File: src/sv/lpcv_pkg.sv
// Shared types, constants and phase codes for the length-prefixed command validator.
// No dependencies; every other file imports this package.
package lpcv_pkg;

    localparam int CHAR_BYTES_DEF = 2;

    localparam int CFG_INDEX_W = 2;
    localparam int CFG_DATA_W  = 16;
    localparam int COUNT_W     = 17;
    localparam int LEN_W       = 15;

    localparam logic [CFG_INDEX_W-1:0] CFG_MAX_MESSAGE = 2'd0;
    localparam logic [CFG_INDEX_W-1:0] CFG_MAX_PROFILE = 2'd1;
    localparam logic [CFG_INDEX_W-1:0] CFG_MAX_STRING  = 2'd2;
    localparam logic [CFG_INDEX_W-1:0] CFG_MAX_ARGS    = 2'd3;

    localparam logic [15:0] RST_MAX_MESSAGE = 16'(60 * 1024);
    localparam logic [14:0] RST_MAX_PROFILE = 15'd255;
    localparam logic [14:0] RST_MAX_STRING  = 15'd32767;
    localparam logic [7:0]  RST_MAX_ARGS    = 8'd128;

    localparam logic [31:0] MAGIC_WORD   = 32'h434C_5050;
    localparam logic [31:0] VERSION_WORD = 32'd1;
    localparam logic [31:0] ARG_CEILING  = 32'd253;
    localparam logic [COUNT_W-1:0] COUNT_MAX = '1;

    localparam logic [2:0] PH_HEADER = 3'd0;
    localparam logic [2:0] PH_LENGTH = 3'd1;
    localparam logic [2:0] PH_CHARS  = 3'd2;
    localparam logic [2:0] PH_DONE   = 3'd3;
    localparam logic [2:0] PH_FAIL   = 3'd4;

    typedef struct packed {
        logic [15:0]      max_message_bytes;
        logic [LEN_W-1:0] max_profile_chars;
        logic [LEN_W-1:0] max_string_chars;
        logic [7:0]       max_arguments;
    } cfg_t;

    typedef struct packed {
        logic [7:0] data_byte;
        logic       last_byte;
    } beat_t;

    typedef struct packed {
        logic        char_valid;
        logic [15:0] char_value;
        logic [7:0]  string_index;
        logic        verdict_valid;
        logic        message_ok;
        logic [7:0]  argument_total;
    } result_t;

endpackage

File: src/sv/lpcv_if.sv
// Valid/ready channel interfaces for command bytes and result beats.
// Depends on lpcv_pkg.
interface lpcv_in_if import lpcv_pkg::*; ();
    logic       valid;
    logic       ready;
    logic [7:0] data_byte;
    logic       last_byte;

    modport source (output valid, output data_byte, output last_byte, input ready);
    modport sink   (input valid, input data_byte, input last_byte, output ready);
endinterface

interface lpcv_out_if import lpcv_pkg::*; ();
    logic        valid;
    logic        ready;
    logic        char_valid;
    logic [15:0] char_value;
    logic [7:0]  string_index;
    logic        verdict_valid;
    logic        message_ok;
    logic [7:0]  argument_total;

    modport source (output valid, output char_valid, output char_value,
                    output string_index, output verdict_valid, output message_ok,
                    output argument_total, input ready);
    modport sink   (input valid, input char_valid, input char_value,
                    input string_index, input verdict_valid, input message_ok,
                    input argument_total, output ready);
endinterface

File: src/sv/length_prefixed_command_validator_unit.sv
// Length-prefixed command validator: one message byte per beat, characters and verdict out.
// Path: a byte is held in the input register; its result beat is held in the result register.
// Throughput: one byte per cycle; the header, prefix and character checks all settle in the
// single parser stage, so only a stalled result register holds the input back.
// Reset: limits return to their defaults and the parser to the start of a message header.
// Depends on lpcv_pkg, lpcv_if, lpcv_cfg, lpcv_in_stage and lpcv_parser.
module length_prefixed_command_validator_unit import lpcv_pkg::*;
#(
    parameter int CHAR_BYTES = CHAR_BYTES_DEF
)
(
    input  logic                   clk,
    input  logic                   rst_n,
    lpcv_in_if.sink                cmd,
    lpcv_out_if.source             result,
    input  logic                   cfg_we,
    input  logic [CFG_INDEX_W-1:0] cfg_index,
    input  logic [CFG_DATA_W-1:0]  cfg_data
);

    cfg_t    limits;
    beat_t   in_beat;
    beat_t   beat;
    logic    beat_valid;
    logic    beat_take;
    result_t res;

    assign in_beat.data_byte = cmd.data_byte;
    assign in_beat.last_byte = cmd.last_byte;

    lpcv_cfg u_cfg
    (
        .clk       (clk),
        .rst_n     (rst_n),
        .cfg_we    (cfg_we),
        .cfg_index (cfg_index),
        .cfg_data  (cfg_data),
        .limits    (limits)
    );

    lpcv_in_stage u_in_stage
    (
        .clk        (clk),
        .rst_n      (rst_n),
        .in_valid   (cmd.valid),
        .in_ready   (cmd.ready),
        .in_beat    (in_beat),
        .beat_valid (beat_valid),
        .beat       (beat),
        .beat_take  (beat_take)
    );

    lpcv_parser #(
        .CHAR_BYTES (CHAR_BYTES)
    ) u_parser
    (
        .clk        (clk),
        .rst_n      (rst_n),
        .limits     (limits),
        .beat_valid (beat_valid),
        .beat       (beat),
        .beat_take  (beat_take),
        .res_valid  (result.valid),
        .res        (res),
        .res_ready  (result.ready)
    );

    assign result.char_valid     = res.char_valid;
    assign result.char_value     = res.char_value;
    assign result.string_index   = res.string_index;
    assign result.verdict_valid  = res.verdict_valid;
    assign result.message_ok     = res.message_ok;
    assign result.argument_total = res.argument_total;

endmodule

File: src/sv/lpcv_cfg.sv
// Limit registers written through the plain write port.
// Depends on lpcv_pkg.
module lpcv_cfg import lpcv_pkg::*;
(
    input  logic                   clk,
    input  logic                   rst_n,
    input  logic                   cfg_we,
    input  logic [CFG_INDEX_W-1:0] cfg_index,
    input  logic [CFG_DATA_W-1:0]  cfg_data,
    output cfg_t                   limits
);

    cfg_t limits_reg;

    always_ff @(posedge clk or negedge rst_n)
    begin
        if (!rst_n)
        begin
            limits_reg.max_message_bytes <= RST_MAX_MESSAGE;
            limits_reg.max_profile_chars <= RST_MAX_PROFILE;
            limits_reg.max_string_chars  <= RST_MAX_STRING;
            limits_reg.max_arguments     <= RST_MAX_ARGS;
        end
        else if (cfg_we)
        begin
            case (cfg_index)
                CFG_MAX_MESSAGE: limits_reg.max_message_bytes <= cfg_data;
                CFG_MAX_PROFILE: limits_reg.max_profile_chars <= cfg_data[LEN_W-1:0];
                CFG_MAX_STRING:  limits_reg.max_string_chars  <= cfg_data[LEN_W-1:0];
                CFG_MAX_ARGS:    limits_reg.max_arguments     <= cfg_data[7:0];
                default:         limits_reg <= limits_reg;
            endcase
        end
    end

    assign limits = limits_reg;

endmodule

File: src/sv/lpcv_in_stage.sv
// Input register for command beats; refills in the cycle the parser takes it.
// Depends on lpcv_pkg.
module lpcv_in_stage import lpcv_pkg::*;
(
    input  logic  clk,
    input  logic  rst_n,
    input  logic  in_valid,
    output logic  in_ready,
    input  beat_t in_beat,
    output logic  beat_valid,
    output beat_t beat,
    input  logic  beat_take
);

    logic  valid_reg;
    beat_t beat_reg;

    assign in_ready   = !valid_reg || beat_take;
    assign beat_valid = valid_reg;
    assign beat       = beat_reg;

    always_ff @(posedge clk or negedge rst_n)
    begin
        if (!rst_n)
        begin
            valid_reg <= 1'b0;
        end
        else if (in_ready)
        begin
            valid_reg <= in_valid;
        end
    end

    always_ff @(posedge clk)
    begin
        if (in_ready && in_valid)
        begin
            beat_reg <= in_beat;
        end
    end

endmodule

File: src/sv/lpcv_parser.sv
// Message parser: header checks, string walk, character and verdict output register.
// Depends on lpcv_pkg.
module lpcv_parser import lpcv_pkg::*;
#(
    parameter int CHAR_BYTES = CHAR_BYTES_DEF
)
(
    input  logic    clk,
    input  logic    rst_n,
    input  cfg_t    limits,
    input  logic    beat_valid,
    input  beat_t   beat,
    output logic    beat_take,
    output logic    res_valid,
    output result_t res,
    input  logic    res_ready
);

    logic [COUNT_W-1:0] bytes_reg,    bytes_next;
    logic [23:0]        word_reg,     word_next;
    logic [COUNT_W-1:0] total_reg,    total_next;
    logic               total_hi_reg, total_hi_next;
    logic [LEN_W-1:0]   prof_reg,     prof_next;
    logic               prof_hi_reg,  prof_hi_next;
    logic [LEN_W-1:0]   tgt_reg,      tgt_next;
    logic               tgt_hi_reg,   tgt_hi_next;
    logic [7:0]         argc_reg,     argc_next;
    logic [2:0]         phase_reg,    phase_next;
    logic [7:0]         strings_reg,  strings_next;
    logic [LEN_W-1:0]   left_reg,     left_next;
    logic [7:0]         low_reg,      low_next;

    logic               out_valid_reg;
    result_t            out_reg;

    logic [31:0]        word;
    logic [LEN_W-1:0]   limit;
    logic [LEN_W-1:0]   left_dec;
    logic [7:0]         fin_strings;
    logic               fin_all;
    logic               char_done;
    logic               cvalid;
    logic [15:0]        cvalue;
    logic               ok;
    logic               has_result;
    result_t            res_next;

    assign beat_take  = beat_valid && (!out_valid_reg || res_ready);
    assign word       = {beat.data_byte, word_reg};
    assign limit      = (strings_reg == 8'd0) ? limits.max_profile_chars
                                              : limits.max_string_chars;
    assign left_dec   = left_reg - LEN_W'(1);
    assign fin_strings = strings_reg + 8'd1;
    assign fin_all    = {1'b0, fin_strings} >= ({1'b0, argc_reg} + 9'd2);
    assign char_done  = (CHAR_BYTES == 1) ? 1'b1 : bytes_reg[0];

    always_comb
    begin
        bytes_next    = bytes_reg;
        word_next     = {beat.data_byte, word_reg[23:8]};
        total_next    = total_reg;
        total_hi_next = total_hi_reg;
        prof_next     = prof_reg;
        prof_hi_next  = prof_hi_reg;
        tgt_next      = tgt_reg;
        tgt_hi_next   = tgt_hi_reg;
        argc_next     = argc_reg;
        phase_next    = phase_reg;
        strings_next  = strings_reg;
        left_next     = left_reg;
        low_next      = low_reg;
        cvalid        = 1'b0;
        cvalue        = 16'd0;

        case (phase_reg)
            PH_HEADER:
            begin
                if (bytes_reg[1:0] == 2'd3)
                begin
                    case (bytes_reg[4:2])
                        3'd0:
                        begin
                            if (word != MAGIC_WORD)
                                phase_next = PH_FAIL;
                        end
                        3'd1:
                        begin
                            if (word != VERSION_WORD)
                                phase_next = PH_FAIL;
                        end
                        3'd2:
                        begin
                            total_next    = word[COUNT_W-1:0];
                            total_hi_next = |word[31:COUNT_W];
                        end
                        3'd3:
                        begin
                            prof_next    = word[LEN_W-1:0];
                            prof_hi_next = |word[31:LEN_W];
                        end
                        3'd4:
                        begin
                            tgt_next    = word[LEN_W-1:0];
                            tgt_hi_next = |word[31:LEN_W];
                        end
                        default:
                        begin
                            argc_next = word[7:0];
                            if (word > {24'd0, limits.max_arguments} || word > ARG_CEILING)
                            begin
                                phase_next = PH_FAIL;
                            end
                            else
                            begin
                                phase_next = PH_LENGTH;
                                left_next  = '0;
                            end
                        end
                    endcase
                end
            end
            PH_LENGTH:
            begin
                // during a prefix the counter holds the prefix bytes taken so far
                left_next = left_reg + LEN_W'(1);
                if (left_reg[1:0] == 2'd3)
                begin
                    left_next = '0;
                    if (word > {{(32-LEN_W){1'b0}}, limit})
                    begin
                        phase_next = PH_FAIL;
                    end
                    else if (strings_reg == 8'd0 &&
                             (prof_hi_reg || word[LEN_W-1:0] != prof_reg))
                    begin
                        phase_next = PH_FAIL;
                    end
                    else if (strings_reg == 8'd1 &&
                             (tgt_hi_reg || word[LEN_W-1:0] != tgt_reg))
                    begin
                        phase_next = PH_FAIL;
                    end
                    else if (word[LEN_W-1:0] == '0)
                    begin
                        strings_next = fin_strings;
                        phase_next   = fin_all ? PH_DONE : PH_LENGTH;
                    end
                    else
                    begin
                        left_next  = word[LEN_W-1:0];
                        phase_next = PH_CHARS;
                    end
                end
            end
            PH_CHARS:
            begin
                if (char_done)
                begin
                    cvalid    = 1'b1;
                    cvalue    = (CHAR_BYTES == 1) ? {8'd0, beat.data_byte}
                                                  : {beat.data_byte, low_reg};
                    left_next = left_dec;
                    if (left_dec == '0)
                    begin
                        strings_next = fin_strings;
                        phase_next   = fin_all ? PH_DONE : PH_LENGTH;
                    end
                end
                else
                begin
                    low_next = beat.data_byte;
                end
            end
            PH_DONE:
            begin
                // trailing byte
                phase_next = PH_FAIL;
            end
            default:
            begin
                phase_next = phase_reg;
            end
        endcase

        if (bytes_reg == COUNT_MAX)
            phase_next = PH_FAIL;
        else
            bytes_next = bytes_reg + COUNT_W'(1);

        ok = (phase_next == PH_DONE) && !total_hi_next && (bytes_next == total_next) &&
             (bytes_next <= {1'b0, limits.max_message_bytes});

        has_result = cvalid || beat.last_byte;

        res_next.char_valid     = cvalid;
        res_next.char_value     = cvalue;
        res_next.string_index   = cvalid ? strings_reg : 8'd0;
        res_next.verdict_valid  = beat.last_byte;
        res_next.message_ok     = beat.last_byte && ok;
        res_next.argument_total = (beat.last_byte && ok) ? argc_next : 8'd0;

        if (beat.last_byte)
        begin
            bytes_next    = '0;
            word_next     = '0;
            total_next    = '0;
            total_hi_next = 1'b0;
            prof_next     = '0;
            prof_hi_next  = 1'b0;
            tgt_next      = '0;
            tgt_hi_next   = 1'b0;
            argc_next     = '0;
            phase_next    = PH_HEADER;
            strings_next  = '0;
            left_next     = '0;
            low_next      = '0;
        end
    end

    always_ff @(posedge clk or negedge rst_n)
    begin
        if (!rst_n)
        begin
            bytes_reg    <= '0;
            word_reg     <= '0;
            total_reg    <= '0;
            total_hi_reg <= 1'b0;
            prof_reg     <= '0;
            prof_hi_reg  <= 1'b0;
            tgt_reg      <= '0;
            tgt_hi_reg   <= 1'b0;
            argc_reg     <= '0;
            phase_reg    <= PH_HEADER;
            strings_reg  <= '0;
            left_reg     <= '0;
            low_reg      <= '0;
        end
        else if (beat_take)
        begin
            bytes_reg    <= bytes_next;
            word_reg     <= word_next;
            total_reg    <= total_next;
            total_hi_reg <= total_hi_next;
            prof_reg     <= prof_next;
            prof_hi_reg  <= prof_hi_next;
            tgt_reg      <= tgt_next;
            tgt_hi_reg   <= tgt_hi_next;
            argc_reg     <= argc_next;
            phase_reg    <= phase_next;
            strings_reg  <= strings_next;
            left_reg     <= left_next;
            low_reg      <= low_next;
        end
    end

    always_ff @(posedge clk or negedge rst_n)
    begin
        if (!rst_n)
        begin
            out_valid_reg <= 1'b0;
        end
        else if (beat_take && has_result)
        begin
            out_valid_reg <= 1'b1;
        end
        else if (res_ready)
        begin
            out_valid_reg <= 1'b0;
        end
    end

    always_ff @(posedge clk)
    begin
        if (beat_take && has_result)
        begin
            out_reg <= res_next;
        end
    end

    assign res_valid = out_valid_reg;
    assign res       = out_reg;

endmodule
File: src/flat_wrapper.sv
// flat-port wrapper written by rule: the top's interface ports become plain ports
module length_prefixed_command_validator_unit_flat import lpcv_pkg::*;
#(
    parameter int CHAR_BYTES = CHAR_BYTES_DEF
)
  (clk, rst_n, cfg_we, cfg_index, cfg_data, cmd_valid, cmd_data_byte, cmd_last_byte, cmd_ready, result_valid, result_char_valid, result_char_value, result_string_index, result_verdict_valid, result_message_ok, result_argument_total, result_ready);
  lpcv_in_if cmd_i ();
  lpcv_out_if result_i ();
  input  logic clk;
  input  logic rst_n;
  input  logic cfg_we;
  input  logic [CFG_INDEX_W-1:0] cfg_index;
  input  logic [CFG_DATA_W-1:0] cfg_data;
  input wire logic [$bits(cmd_i.valid)-1:0] cmd_valid;
  input wire logic [$bits(cmd_i.data_byte)-1:0] cmd_data_byte;
  input wire logic [$bits(cmd_i.last_byte)-1:0] cmd_last_byte;
  output wire logic [$bits(cmd_i.ready)-1:0] cmd_ready;
  output wire logic [$bits(result_i.valid)-1:0] result_valid;
  output wire logic [$bits(result_i.char_valid)-1:0] result_char_valid;
  output wire logic [$bits(result_i.char_value)-1:0] result_char_value;
  output wire logic [$bits(result_i.string_index)-1:0] result_string_index;
  output wire logic [$bits(result_i.verdict_valid)-1:0] result_verdict_valid;
  output wire logic [$bits(result_i.message_ok)-1:0] result_message_ok;
  output wire logic [$bits(result_i.argument_total)-1:0] result_argument_total;
  input wire logic [$bits(result_i.ready)-1:0] result_ready;
  assign cmd_i.valid = cmd_valid;
  assign cmd_i.data_byte = cmd_data_byte;
  assign cmd_i.last_byte = cmd_last_byte;
  assign cmd_ready = cmd_i.ready;
  assign result_valid = result_i.valid;
  assign result_char_valid = result_i.char_valid;
  assign result_char_value = result_i.char_value;
  assign result_string_index = result_i.string_index;
  assign result_verdict_valid = result_i.verdict_valid;
  assign result_message_ok = result_i.message_ok;
  assign result_argument_total = result_i.argument_total;
  assign result_i.ready = result_ready;
  length_prefixed_command_validator_unit #(.CHAR_BYTES(CHAR_BYTES)) u_core (.clk(clk), .rst_n(rst_n), .cmd(cmd_i), .result(result_i), .cfg_we(cfg_we), .cfg_index(cfg_index), .cfg_data(cfg_data));
endmodule
File: config.mk
export PLATFORM = sky130hd
export DESIGN_NAME = length_prefixed_command_validator_unit_flat
export DESIGN_NICKNAME = d
export VERILOG_FILES = /design/src/sv/lpcv_pkg.sv /design/src/sv/lpcv_if.sv /design/src/sv/length_prefixed_command_validator_unit.sv /design/src/sv/lpcv_cfg.sv /design/src/sv/lpcv_in_stage.sv /design/src/sv/lpcv_parser.sv /design/src/flat_wrapper.sv
export SDC_FILE = /design/constraint.sdc
export NUM_CORES = 1
export LEC_CHECK = 0
export BUFFER_PORTS_ARGS = -buffer_cell sky130_fd_sc_hd__buf_4
export CAP_MARGIN = 20
export CORE_UTILIZATION = 55
export DETAILED_ROUTE_END_ITERATION = 8
export HOLD_SLACK_MARGIN = 0.15
export PLACE_DENSITY = 0.73
export SETUP_SLACK_MARGIN = 0.02
export SLEW_MARGIN = 20
export SYNTH_ARGS = -nofsm -noshare
export SYNTH_HDL_FRONTEND = slang
export SYNTH_SLANG_ARGS = --single-unit
File: constraint.sdc
create_clock -name clk -period 6.5 [get_ports clk]
set_input_delay 0.65 -clock clk [delete_from_list [all_inputs] [get_ports clk]]
set_output_delay 0.65 -clock clk [all_outputs]
set_load 0.02 [all_outputs]
==> flow_metrics.py <==
metrics = {
    "status": {
        "run_status": "finished clean",
    },
    "synth": {
        "post_synthesis_cell_area_um2": 13310,
        "post-synth-top-area-fraction_pct": 30.27,
        "ys_async_sr_fraction_pct": 81.12,
        "yosys-top-cells-area": "dfrtp_1 30%, edfxtp_1 9.9%, mux2_2 6.9%",
        "ys_seq_area_share_pct": 45.73,
        "synth.avg_cell_area_um2": 10.08,
        "synth_nets": 1407,
        "yosys.area.top_type": "dfrtp_1",
        "synth_cells": 1320,
        "yosysWarningCount": 0,
        "yosys_register_bits": 233,
        "synth.lib_cells_used.distinct": 73,
        "number_of_enable_flip_flop_cells_after_synthesis": 44,
        "synth-main-ff-cell": "dfrtp_1",
    },
    "setup_path": {
        "crit_path_arrival_time_ns": 5.54,
        "timing.critical_path.to_type": "register",
        "critical_path.top_delay_family": "simple AND/OR/NAND/NOR gates",
        "timing.critical_path.from_type": "register",
        "crit_path_cell_trace": "or4_1 -> nor3_1 -> nand2_1 -> mux2i_1 -> ha_1 -> nand4b_1 -> nor3_1 -> nand4_1 -> a211oi_4 -> o2111ai_1 -> or4_1 -> nor4_2",
        "path_buf_inv": 0,
        "critical_path_peak_fanout": 16,
        "endpoint_required_time_on_the_critical_path_ns": 6.88,
        "critical-path-max-stage-delay_ns": 0.79,
        "cell_with_the_biggest_individual_delay_on_the_critical_path": "or4_1",
        "timing.setup.critical_path_class": "register to register",
    },
    "power": {
        "internal-power_mw": 2.863,
        "sw_frac_of_total_pct": 29.00,
        "share_clk_of_total_power_pct": 38.1,
        "comb_power_share_pct": 17.6,
        "net-switching-power_mw": 1.169,
        "power.ir.vdd_worst_mv": 0.1699,
        "seq_power_share_pct": 44.3,
        "p_leak_nw": 6.700,
        "p_per_area_nw_per_um2": 269.6,
    },
    "timing": {
        "setup_viol_count_final": 0,
        "min_period_over_period_pct": 79.39,
        "report.final.slew_viol_count": 0,
        "rsz0062_at_grt": "no",
        "maxClockFrequency_mhz": 193.8,
        "relative_max_transition_margin_pct": 37.52,
        "worst-slew-pin-transition_ns": 0.9349,
        "final.min_clock_period_ns": 5.160,
        "totalNegativeSetupSlack_ns": 0,
        "timing.final.hold_violations": 0,
        "finalClockSkew_ns": 0.02081,
    },
    "clock_tree": {
        "clock_tree.htree_level_count": 1,
        "post_cts.resized_instances": 0,
        "clock-root-buffer": "clkbuf_16",
        "clock_path_buffers": 3,
        "clkLatencyLatePin_ns": 0.55,
        "cts.sink_count": 233,
        "cts_tree": "yes",
        "path_clk_slew_ns": 0.06,
        "cts_buffers": 26,
    },
    "detailed_routing": {
        "drt_wl_total_um": 34700,
        "avgViaCountPerCell": 6.160,
        "drcViolationCount": 0,
        "drtIter0Drc": 802,
        "drt-wirelength-per-cell_um": 20.57,
        "routed-via-count": 10390,
        "detail_route.first_pass.iterations": 5,
        "drt.antenna.violating_nets": 0,
    },
    "global_routing": {
        "grt_max_degree": 77,
        "first_pass_grt_wire_length_um": 55410,
        "grt_antenna_before_repair": 0,
        "grt_usage_pct": 28.79,
        "grt_pass1_vias": 10010,
        "globalRoute.totalOverflow": 0,
    },
    "floorplanning": {
        "initial_utilization_pct": 56.36,
        "die-area_um2": 24820,
        "floorplan.die.width_um": 157.6,
        "rows": 56,
        "num_io_pins": 69,
        "placeableCoreArea_um2": 23610,
        "die_height_um": 157.6,
    },
    "placement": {
        "place.port_buffers": 68,
        "gp_routability_congestion": 0.9162,
        "place_hpwl_um": 23680,
    },
    "finish": {
        "antenna_cells_inserted": 0,
        "flip_flop_count_of_the_largest_register_after_layout": 54,
        "final_net_count": 1435,
        "drive_above_1_share_pct": 19.66,
        "layout_common_cells": "161 x dfrtp_1, 132 x nand2_1, 98 x o21ai_0, 83 x buf_4, 82 x mux2_2",
        "final_util_pct": 63.35,
        "layout.cells.most_common": "dfrtp_1",
        "area_overhead_vs_synth_pct": 12.41,
    },
    "hold_path": {
        "worstHoldPathType": "input port to register",
    },
    "job": {
        "count_of_maximum_capacitance_violations": 0,
    },
}
==> cell type report <==
cell class / count / area [um^2]
clock inverter: 16 / 173.9
inverter: 48 / 180.2
clock buffer: 32 / 733.2
fill: 1906 / 8653
sequential: 233 / 6086
multi-input combinational: 954 / 6740
timing repair buffer: 85 / 646.9
tap: 319 / 399.1
==> power by group through the flow <==
stage | Clock, mW | Sequential, mW | Combinational [mW]
after detailed placement | 0 | 1.81 | 0.704
after global placement | 0 | 1.80 | 0.681
final | 1.54 | 1.78 | 0.710
after global routing | 1.61 | 1.80 | 0.791
after CTS | 1.56 | 1.78 | 0.710
after floorplan | 0 | 1.73 | 0.525
==> worst paths after layout <==
path / startpoint / endpoint / slack, ns / cells after the start
min in group asynchronous: rst_n / u_core.u_parser.left_reg[11] / 0.66 / 2
hold / removal: cmd_last_byte / u_core.u_in_stage.beat[0] / 0.28 / 1
setup / recovery: u_core.u_parser.strings_reg[6] / u_core.u_parser.res[5] / 1.34 / 12
setup reg to reg: u_core.u_parser.strings_reg[6] / u_core.u_parser.res[5] / 1.34 / 12
hold reg to reg: u_core.u_parser.total_reg[0] / u_core.u_parser.total_reg[0] / 0.49 / 2
max in group asynchronous: rst_n / u_core.u_cfg.limits[6] / 4.50 / 3
==> through the flow <==
stage	hold slack [ns]	worst slack, ns	instance area (um^2)	total power [mW]	std cells
floorplan	0.3544	2.228	13310	2.259	1320
global placement	0.4569	1.602	14040	2.483	1638
detailed placement	0.4707	1.390	14040	2.511	1638
CTS	0.2629	1.371	14960	4.048	1687
global route	0.2615	0.9838	14960	4.203	1687
finish	0.2762	1.340	14960	4.032	1687
==> kinds of logic (layout without fill, tap and decap cells) <==
kind of cell	Yosys count	in the layout	share of synthesized area (%)
and+or+nand+nor	432	432	17.34
DFF	233	233	45.73
buffers and inverters	133	181	3.883
adders and majority gates	55	55	5.171
AOI/OAI and AO/OA	281	281	13.59
xor gates and xnor gates	61	61	4.118
muxes	125	125	10.17
==> worst register-to-register path: stages (launching register included) <==
cell and delay (ns):
dfrtp_1 0.39, or4_1 0.53, nor3_1 0.30, nand2_1 0.61, mux2i_1 0.31, ha_1 0.34, nand4b_1 0.15, nor3_1 0.40
nand4_1 0.30, a211oi_4 0.39, o2111ai_1 0.17, or4_1 0.79, nor4_2 0.33
==> cells in the mapped netlist (34+ instances only) <==
cell type,number
dfrtp_1,161
nand2_1,133
o21ai_0,98
mux2_2,82
clkbuf_1,74
nor2_1,72
a21oi_1,58
ha_1,55
inv_1,48
edfxtp_1,44
mux2i_1,43
xnor2_1,34
==> timing repair <==
item	CTS	global route
buffers inserted	0	0
hold endpoints to repair	55	0
hold buffers	1	0
==> per-layer routing <==
layer | vias to the layer above | global-route usage (%) | wire (um)
met5 | - | 0 | 0
met4 | 0 | 10.91 | 1272
met3 | 78 | 3.855 | 2068
met2 | 361 | 45.81 | 16280
met1 | 5119 | 40.01 | 15080
li1 | 4834 | - | -
No activity file was read; power rests on OpenSTA's default activity.
